**src/dgse_pkg.sv**
```systemverilog
// ----------------------------------------------------------------------------
// Depth-gated Sobel edge detector: shared definitions
// Sizes, register indexes and the structures passed between the front end
// and the gradient pipeline.
// ----------------------------------------------------------------------------
package dgse_pkg;

    localparam int MAX_WIDTH  = 2048;
    localparam int MAX_HEIGHT = 4096;
    localparam int DEPTH_BITS = 16;

    // Field widths of the stream and of the registers.
    localparam int SAMPLE_W       = 16;
    localparam int OUT_DATA_W     = 8;
    localparam int IMAGE_WIDTH_W  = 12;
    localparam int IMAGE_HEIGHT_W = 13;
    localparam int DEPTH_W        = 16;
    localparam int MAG_THR_W      = 19;
    localparam int CFG_DATA_W     = 19;
    localparam int CFG_INDEX_W    = 3;

    // Derived widths.
    localparam int COL_W   = $clog2(MAX_WIDTH);
    localparam int ROW_W   = $clog2(MAX_HEIGHT);
    localparam int SUM_W   = DEPTH_BITS + 2;
    localparam int SQ_W    = 2 * SUM_W;
    localparam int MAG_W   = SQ_W + 1;
    localparam int THR_W   = 2 * MAG_THR_W;
    localparam int CMP_W   = (MAG_W > THR_W) ? MAG_W : THR_W;

    typedef enum logic [CFG_INDEX_W-1:0] {
        REG_IMAGE_WIDTH  = 3'd0,
        REG_IMAGE_HEIGHT = 3'd1,
        REG_MIN_DEPTH    = 3'd2,
        REG_MAX_DEPTH    = 3'd3,
        REG_MIN_MAG      = 3'd4
    } cfg_reg_t;

    typedef logic [DEPTH_BITS-1:0] pixel_t;

    typedef struct packed {
        logic [COL_W-1:0] col_last;
        logic [ROW_W-1:0] row_last;
        logic             restart;
    } frame_cfg_t;

    typedef struct packed {
        logic [DEPTH_W-1:0]   min_depth;
        logic [DEPTH_W-1:0]   max_depth;
        logic [MAG_THR_W-1:0] min_mag;
    } thresh_cfg_t;

    typedef struct packed {
        logic [8:0][DEPTH_BITS-1:0] px;
        logic                       flag_valid;
        logic                       centre;
        logic                       last;
    } win_item_t;

    function automatic logic [COL_W-1:0] col_last_of(input logic [IMAGE_WIDTH_W-1:0] v);
        logic [31:0] x;
        x = 32'(v);
        if (x < 32'd3)
            x = 32'd3;
        else if (x > 32'(MAX_WIDTH))
            x = 32'(MAX_WIDTH);
        return COL_W'(x - 32'd1);
    endfunction

    function automatic logic [ROW_W-1:0] row_last_of(input logic [IMAGE_HEIGHT_W-1:0] v);
        logic [31:0] x;
        x = 32'(v);
        if (x < 32'd3)
            x = 32'd3;
        else if (x > 32'(MAX_HEIGHT))
            x = 32'(MAX_HEIGHT);
        return ROW_W'(x - 32'd1);
    endfunction

endpackage

```
**src/dgse_sobel.sv**
```systemverilog
// ----------------------------------------------------------------------------
// Depth-gated Sobel edge detector: gradient pipeline
// Range gate, Sobel sums, squaring and threshold compare in four registered
// stages, the last of which drives the result channel.
// ----------------------------------------------------------------------------
module dgse_sobel (
    input  logic                           clk,
    input  logic                           rst_n,
    input  logic                           item_valid,
    input  dgse_pkg::win_item_t            item,
    output logic                           in_ready,
    input  dgse_pkg::thresh_cfg_t          thr,
    output logic                           m_tvalid,
    input  logic                           m_tready,
    output logic [dgse_pkg::OUT_DATA_W-1:0] m_tdata,   // [0] edge_flag
    output logic                           m_tuser,   // [0] flag_valid
    output logic                           m_tlast
);

    logic                          adv1;
    logic                          adv2;
    logic                          adv3;
    logic                          adv4;

    logic                          v1_reg;
    dgse_pkg::win_item_t           s1_reg;

    logic                          v2_reg;
    logic [dgse_pkg::SUM_W-1:0]    ax_reg;
    logic [dgse_pkg::SUM_W-1:0]    ay_reg;
    logic                          ok2_reg;
    logic                          fv2_reg;
    logic                          last2_reg;

    logic                          v3_reg;
    logic [dgse_pkg::SQ_W-1:0]     sqx_reg;
    logic [dgse_pkg::SQ_W-1:0]     sqy_reg;
    logic                          ok3_reg;
    logic                          fv3_reg;
    logic                          last3_reg;

    logic                          o_valid_reg;
    logic                          o_edge_reg;
    logic                          o_fv_reg;
    logic                          o_last_reg;

    logic [dgse_pkg::THR_W-1:0]    thr2_reg;

    logic [8:0]                    in_rng;
    logic                          ok;
    logic [dgse_pkg::SUM_W-1:0]    sum_r;
    logic [dgse_pkg::SUM_W-1:0]    sum_l;
    logic [dgse_pkg::SUM_W-1:0]    sum_b;
    logic [dgse_pkg::SUM_W-1:0]    sum_t;
    logic [dgse_pkg::SUM_W-1:0]    ax;
    logic [dgse_pkg::SUM_W-1:0]    ay;
    logic [dgse_pkg::CMP_W-1:0]    mag2;
    logic [dgse_pkg::CMP_W-1:0]    thr2;

    assign adv4     = !o_valid_reg || m_tready;
    assign adv3     = !v3_reg || adv4;
    assign adv2     = !v2_reg || adv3;
    assign adv1     = !v1_reg || adv2;
    assign in_ready = adv1;

    // Stage 2: depth gate and absolute Sobel sums.
    always_comb
    begin
        for (int k = 0; k < 9; k++)
        begin
            in_rng[k] = (dgse_pkg::DEPTH_W'(s1_reg.px[k]) >= thr.min_depth)
                     && (dgse_pkg::DEPTH_W'(s1_reg.px[k]) <= thr.max_depth);
        end
        ok    = &in_rng;
        sum_r = dgse_pkg::SUM_W'(s1_reg.px[2]) + (dgse_pkg::SUM_W'(s1_reg.px[5]) << 1)
              + dgse_pkg::SUM_W'(s1_reg.px[8]);
        sum_l = dgse_pkg::SUM_W'(s1_reg.px[0]) + (dgse_pkg::SUM_W'(s1_reg.px[3]) << 1)
              + dgse_pkg::SUM_W'(s1_reg.px[6]);
        sum_b = dgse_pkg::SUM_W'(s1_reg.px[6]) + (dgse_pkg::SUM_W'(s1_reg.px[7]) << 1)
              + dgse_pkg::SUM_W'(s1_reg.px[8]);
        sum_t = dgse_pkg::SUM_W'(s1_reg.px[0]) + (dgse_pkg::SUM_W'(s1_reg.px[1]) << 1)
              + dgse_pkg::SUM_W'(s1_reg.px[2]);
        ax    = (sum_r >= sum_l) ? sum_r - sum_l : sum_l - sum_r;
        ay    = (sum_b >= sum_t) ? sum_b - sum_t : sum_t - sum_b;
    end

    assign mag2 = dgse_pkg::CMP_W'(dgse_pkg::MAG_W'(sqx_reg) + dgse_pkg::MAG_W'(sqy_reg));
    assign thr2 = dgse_pkg::CMP_W'(thr2_reg);

    always_ff @(posedge clk or negedge rst_n)
    begin
        if (!rst_n)
        begin
            v1_reg      <= 1'b0;
            v2_reg      <= 1'b0;
            v3_reg      <= 1'b0;
            o_valid_reg <= 1'b0;
        end
        else
        begin
            if (adv1)
            begin
                v1_reg <= item_valid;
            end
            if (adv2)
            begin
                v2_reg <= v1_reg;
            end
            if (adv3)
            begin
                v3_reg <= v2_reg;
            end
            if (adv4)
            begin
                o_valid_reg <= v3_reg;
            end
        end
    end

    always_ff @(posedge clk)
    begin
        thr2_reg <= dgse_pkg::THR_W'(thr.min_mag) * dgse_pkg::THR_W'(thr.min_mag);
        if (adv1 && item_valid)
        begin
            s1_reg <= item;
        end
        if (adv2 && v1_reg)
        begin
            ax_reg    <= ax;
            ay_reg    <= ay;
            ok2_reg   <= ok && s1_reg.centre;
            fv2_reg   <= s1_reg.flag_valid;
            last2_reg <= s1_reg.last;
        end
        if (adv3 && v2_reg)
        begin
            sqx_reg   <= dgse_pkg::SQ_W'(ax_reg) * dgse_pkg::SQ_W'(ax_reg);
            sqy_reg   <= dgse_pkg::SQ_W'(ay_reg) * dgse_pkg::SQ_W'(ay_reg);
            ok3_reg   <= ok2_reg;
            fv3_reg   <= fv2_reg;
            last3_reg <= last2_reg;
        end
        if (adv4 && v3_reg)
        begin
            o_edge_reg <= ok3_reg && (mag2 > thr2);
            o_fv_reg   <= fv3_reg;
            o_last_reg <= last3_reg;
        end
    end

    assign m_tvalid = o_valid_reg;
    assign m_tdata  = {{(dgse_pkg::OUT_DATA_W-1){1'b0}}, o_edge_reg};
    assign m_tuser  = o_fv_reg;
    assign m_tlast  = o_last_reg;

    a_edge_needs_centre: assert property (@(posedge clk) disable iff (!rst_n)
        o_valid_reg && o_edge_reg |-> o_fv_reg)
        else $error("edge flagged on a result without a centre pixel");

    a_no_false_stall: assert property (@(posedge clk) disable iff (!rst_n)
        !in_ready |-> v1_reg && v2_reg && v3_reg && o_valid_reg && !m_tready)
        else $error("input held off while the pipeline has a free slot");

    a_stage_moves: assert property (@(posedge clk) disable iff (!rst_n)
        v3_reg && adv4 |=> o_valid_reg)
        else $error("result lost between the square stage and the output");

endmodule

```
**config.mk**
```make
export PLATFORM = sky130hd
export DESIGN_NAME = dgse_sobel
export DESIGN_NICKNAME = d
export VERILOG_FILES = /design/src/dgse_pkg.sv /design/src/dgse_sobel.sv
export SDC_FILE = /design/constraint.sdc
export NUM_CORES = 2
export LEC_CHECK = 0
export ABC_AREA = 0
export BUFFER_PORTS_ARGS = -buffer_cell sky130_fd_sc_hd__buf_2
export CAP_MARGIN = 30
export CORE_ASPECT_RATIO = 0.8
export CORE_MARGIN = 2
export CORE_UTILIZATION = 32
export DETAILED_ROUTE_END_ITERATION = 10
export GPL_TIMING_DRIVEN = 0
export PLACE_DENSITY_LB_ADDON = 0.25
export SLEW_MARGIN = 20
export SYNTH_ARGS = -nofsm -noshare
export SYNTH_HDL_FRONTEND = slang
export SYNTH_SLANG_ARGS = --single-unit
```
**constraint.sdc**
```tcl
create_clock -name clk -period 16.8 [get_ports clk]
set_input_delay 2.52 -clock clk [delete_from_list [all_inputs] [get_ports clk]]
set_output_delay 2.52 -clock clk [all_outputs]
set_load 0.01 [all_outputs]
```
* Word-level counts from Yosys, hierarchy flattened
Index checks and enable logic that the tools add are counted.
Word-level totals: bits in registers 306, bits of input ports 202, output and inout bits 12
Operators by class: muxes and demuxes 2, magnitude comparators 21, add/subtract/negate cells 13, reduce and logical (&&, ||, !) cells 24, $mul 3
Operators by type and width (count):
- >= comparator 16 bit | 9
- <= comparator 16 bit | 9
- adder 16 x 17 -> 18 bit | 4
- adder 18 x 16 -> 18 bit | 4
- multiplier 18 x 18 -> 36 bit | 2
- subtractor 18 bit | 4
- > comparator 37 x 38 -> 1 bit | 1
- multiplier 19 x 19 -> 38 bit | 1
- adder 36 x 36 -> 37 bit | 1
- >= comparator 18 bit | 2
- two-way mux 18 bit | 2
- logical AND 1 bit | 15
- AND reduction 9 bit | 1
- logical NOT 1 bit | 4
- logical OR 1 bit | 4

* Depth between registers and ports, before layout
depth in word-level cells 6, depth in mapped cells 27, mapped depth without buffers 25

* Worst setup path before layout
No wires, ideal clock.
path kind input -> register, start input port thr[6] (netlist name), end register thr2_reg, in the netlist thr2[32], setup time 0.072 ns, stages 23, arrival 8.314 ns, setup slack 8.414 ns, required time 16.728 ns, buffers on the path 2, cells stage by stage clkbuf_1 clkbuf_1 nand2_1 fa_1 fa_1 fa_1 inv_1 fa_1 fa_1 inv_1 fa_1 inv_1 ha_1 a21o_1 a21o_1 a21o_1 or4_1 o21ai_0 a21oi_1 a21oi_1 nand2_1 a31oi_1 xnor2_1
On the way: longest elaborated chain between the ends 1
Ends and longest elaborated chain:
- start: declaration | RTL line dgse_sobel.sv:12 | input dgse_pkg::thresh_cfg_t thr,
- multiplier 19 x 19 -> 38 bit | RTL line dgse_sobel.sv:122 | thr2_reg <= dgse_pkg::THR_W'(thr.min_mag) * dgse_pkg::THR_W'(thr.min_mag);
- end signal: assignment | RTL line dgse_sobel.sv:122
- end: declaration | RTL line dgse_sobel.sv:47 | logic [dgse_pkg::THR_W-1:0] thr2_reg;
No other way between the ends. A chain may end at the register's enable or synchronous reset.

* Worst setup path after layout
start input port thr[7] (netlist name), end register thr2_reg, in the netlist thr2[31]
The elaborated chain is that of the path after synthesis.

==> run metrics <==
number of global-route vias before repair between 30000 and 40000; final worst path period need slightly above 9000 ps; Slew Viols, Final 0; clk root buf clkbuf_16; vias after detailed routing approximately 38000; CP endpoint kind register; Hold WS between 400 and 500 ps; Final GP Congestion 0.914; Starting Density 0.323; RSZ-0062 raised after global routing no; crit path cell chain buf_2 -> clkbuf_1 -> clkbuf_1 -> nand2_1 -> fa_1 -> fa_1 -> fa_1 -> inv_1 -> fa_1 -> inv_1 -> fa_1 -> fa_1 -> inv_1 -> ha_1 -> a21o_1 -> a21oi_1 -> nand2_1 -> a21oi_1 -> or3_1 -> o31ai_1 -> o41a_1 -> a21oi_1 -> o21ai_1 -> xor2_1; register area share after synthesis 0.166; met2 WL slightly above 60000 um; top-area cell type share of the netlist area 0.287; Final Hold Viols 0; FILL cells 16500; Hold Crit Class reg -> reg; cell area after synthesis between 0.05 and 0.06 mm2; reg-to-reg endpoint sqy_reg[35]; fraction of registers with async set/reset 0.0132; layout cells sized above 1 0.0581; max FFs per register 147; R2R depth 22; WP data required 17300 ps; slowest cell delay on critical path between 600 and 700 ps; DRC Markers 0; crit path max-delay cell type clkbuf_1; Overall Global Routing Usage 0.172; area grow syn2layout 9.57%; Die H 366 um; final worst-path cycle share 0.552; reg2reg setup slack between 8000 and 9000 ps; hold path depth 0; first-pass GRT wire length roughly 230000 um; initial antenna violation count 7; Setup TNS Final 0 ps; CP Launch Type input port; Arrival @ worst endpoint a little under 10000 ps; clock sink count a little over 300; # hold bufs at CTS 0; TritonCTS clock tree done; Final Skew 36.3 ps; EDFF count, synth 262; Reg2Reg Launch Point ay_reg[6]; CTS Buffer Depth 3; Placed Area between 0.05 and 0.06 mm2; Multi-input gate area slightly below 0.04 mm2; f_max between 100 and 150 MHz; # rows approximately 130; DP HPWL ~120000 um; pin count of the biggest net entering global routing 61; slew margin rel. 0.420; crit-path most repeated cell fa_1; CTS H-Tree Depth 2; final WL about 140000 um; top layer used by detailed routing met5; ANT nets after route 0; global route overflow 0; # port buffers about 200; run status complete, no violations; clk_lat worst skew a little under 600 ps; Seq cells post-synth about 300; Cells after Synth 5390; worst slew pin tran approximately 860 ps; Reg area roughly 0.0087 mm2; Worst Hold Endpoint fv2_reg; Final Util 0.354; core area 0.162 mm2; die area about 0.17 mm2; post-synth top area cell fa_1; TritonCTS Buffers 37; synthesized area per cell around 9.7 um2; synth warn 0; post-CTS setup buffers 0; Vias/cell ~4.8; critical path class in -> reg; setup violators final 0; Die W roughly 460 um; io pins about 210; wl on met1 between 70000 and 80000 um; Clk pin slew, worst setup/hold paths roughly 60 ps; Synth cell types approximately 90; NumNets Final about 7400; routed length per instance about 18 um; Post-synth top flop edfxtp_1; TritonRoute pass-1 iters 6; Met3 Wirelength between 7000 and 8000 um; leading post-synthesis cells by cell area fa_1 (29%), ha_1 (20%), edfxtp_1 (15%), inv_1 (8.6%), a21o_1 (2.9%); hold path start s1_reg[2]; CTS resizes 0; Starting DRT DRC Count approximately 2500; Crit Path Max Fanout 10; Final Cell Area roughly 0.057 mm2; total of max-cap violations 0
[cells in the mapped netlist, types with 12 or more instances]
master / instances
dfxtp_1: 37
nand4_1: 79
ha_1: 845
edfxtp_1: 262
o21ai_0: 132
nand3_1: 39
and2_1: 195
inv_1: 1201
nor2b_1: 64
a21oi_1: 270
or3_1: 18
clkbuf_1: 93
xnor2_1: 149
a211oi_1: 24
mux2i_1: 12
nand2_1: 365
nand2b_1: 43
nor2_1: 180
xor2_1: 75
or2_2: 14
o21a_1: 38
fa_1: 750
nor3_1: 48
a31oi_1: 25
a21o_1: 202
o21bai_1: 28
[logic make-up after synthesis]
logic type | after synthesis | synth area share
muxes | 17 | 0.00337
AOI/OAI and AO/OA | 849 | 0.105
and+or+nand+nor | 1091 | 0.104
adders and majority gates | 1595 | 0.489
DFF | 303 | 0.166
buffers and inverters | 1310 | 0.0950
other | 1 | 0.0000716
xor gates and xnor gates | 224 | 0.0375
[cell usage in the layout (no fill, tap or decap), types with 97 or more instances in the layout]
cell | Yosys | routed
o21ai_0 | 132 | 132
buf_2 | 4 | 205
inv_1 | 1201 | 1201
xnor2_1 | 149 | 149
fa_1 | 750 | 750
ha_1 | 845 | 845
a21oi_1 | 270 | 270
nor2_1 | 180 | 180
clkbuf_1 | 93 | 97
edfxtp_1 | 262 | 262
nand2_1 | 365 | 365
and2_1 | 195 | 192
a21o_1 | 202 | 202
[layout make-up]
cell class / count / share of cell area
inverters: 1201 / 0.0786
flip-flops and latches: 303 / 0.152
diodes: 6 / 0.000262
multi-input cells: 3783 / 0.675
clock inverters: 25 / 0.00414
plain buffers: 109 / 0.00813
repair buffers: 205 / 0.0193
clock buffers: 41 / 0.0164
well taps: 2144 / 0.0467
[metrics by stage]
step                      cells  worst slack [ps]
final                      7817              7520
after global routing       7814              7150
after CTS                  7811              7610
after detailed placement   7745              7030
after global placement     7741              7060
after floorplan            5396              8410
[worst max path at each step]
stage	start	to	slack, ps	cells past startpoint
floorplan	thr[6]	thr2[32]	8410	23
global placement	thr[7]	thr2[32]	7060	24
detailed placement	thr[7]	thr2[31]	7030	24
CTS	thr[7]	thr2[31]	7610	24
global route	thr[7]	thr2[36]	7150	25
finish	thr[7]	thr2[31]	7520	24
[worst max-delay path, delay by kind of cell]
family | cells | cell delay [ps]
xor+xnor | 1 | 160
compound gates | 7 | 1310
simple gates | 3 | 880
fa+ha+maj | 7 | 3390
buf+inv | 6 | 1520
[per-layer routing]
metal	up-vias	GRT usage
li1	18000	-
met1	18600	0.262
met2	853	0.263
met3	101	0.0205
met4	2	0.0292
met5	-	0
Power is left out: the tool's default activity adds up to more than one toggle a clock period on the data nets, which glitch-free logic cannot reach.
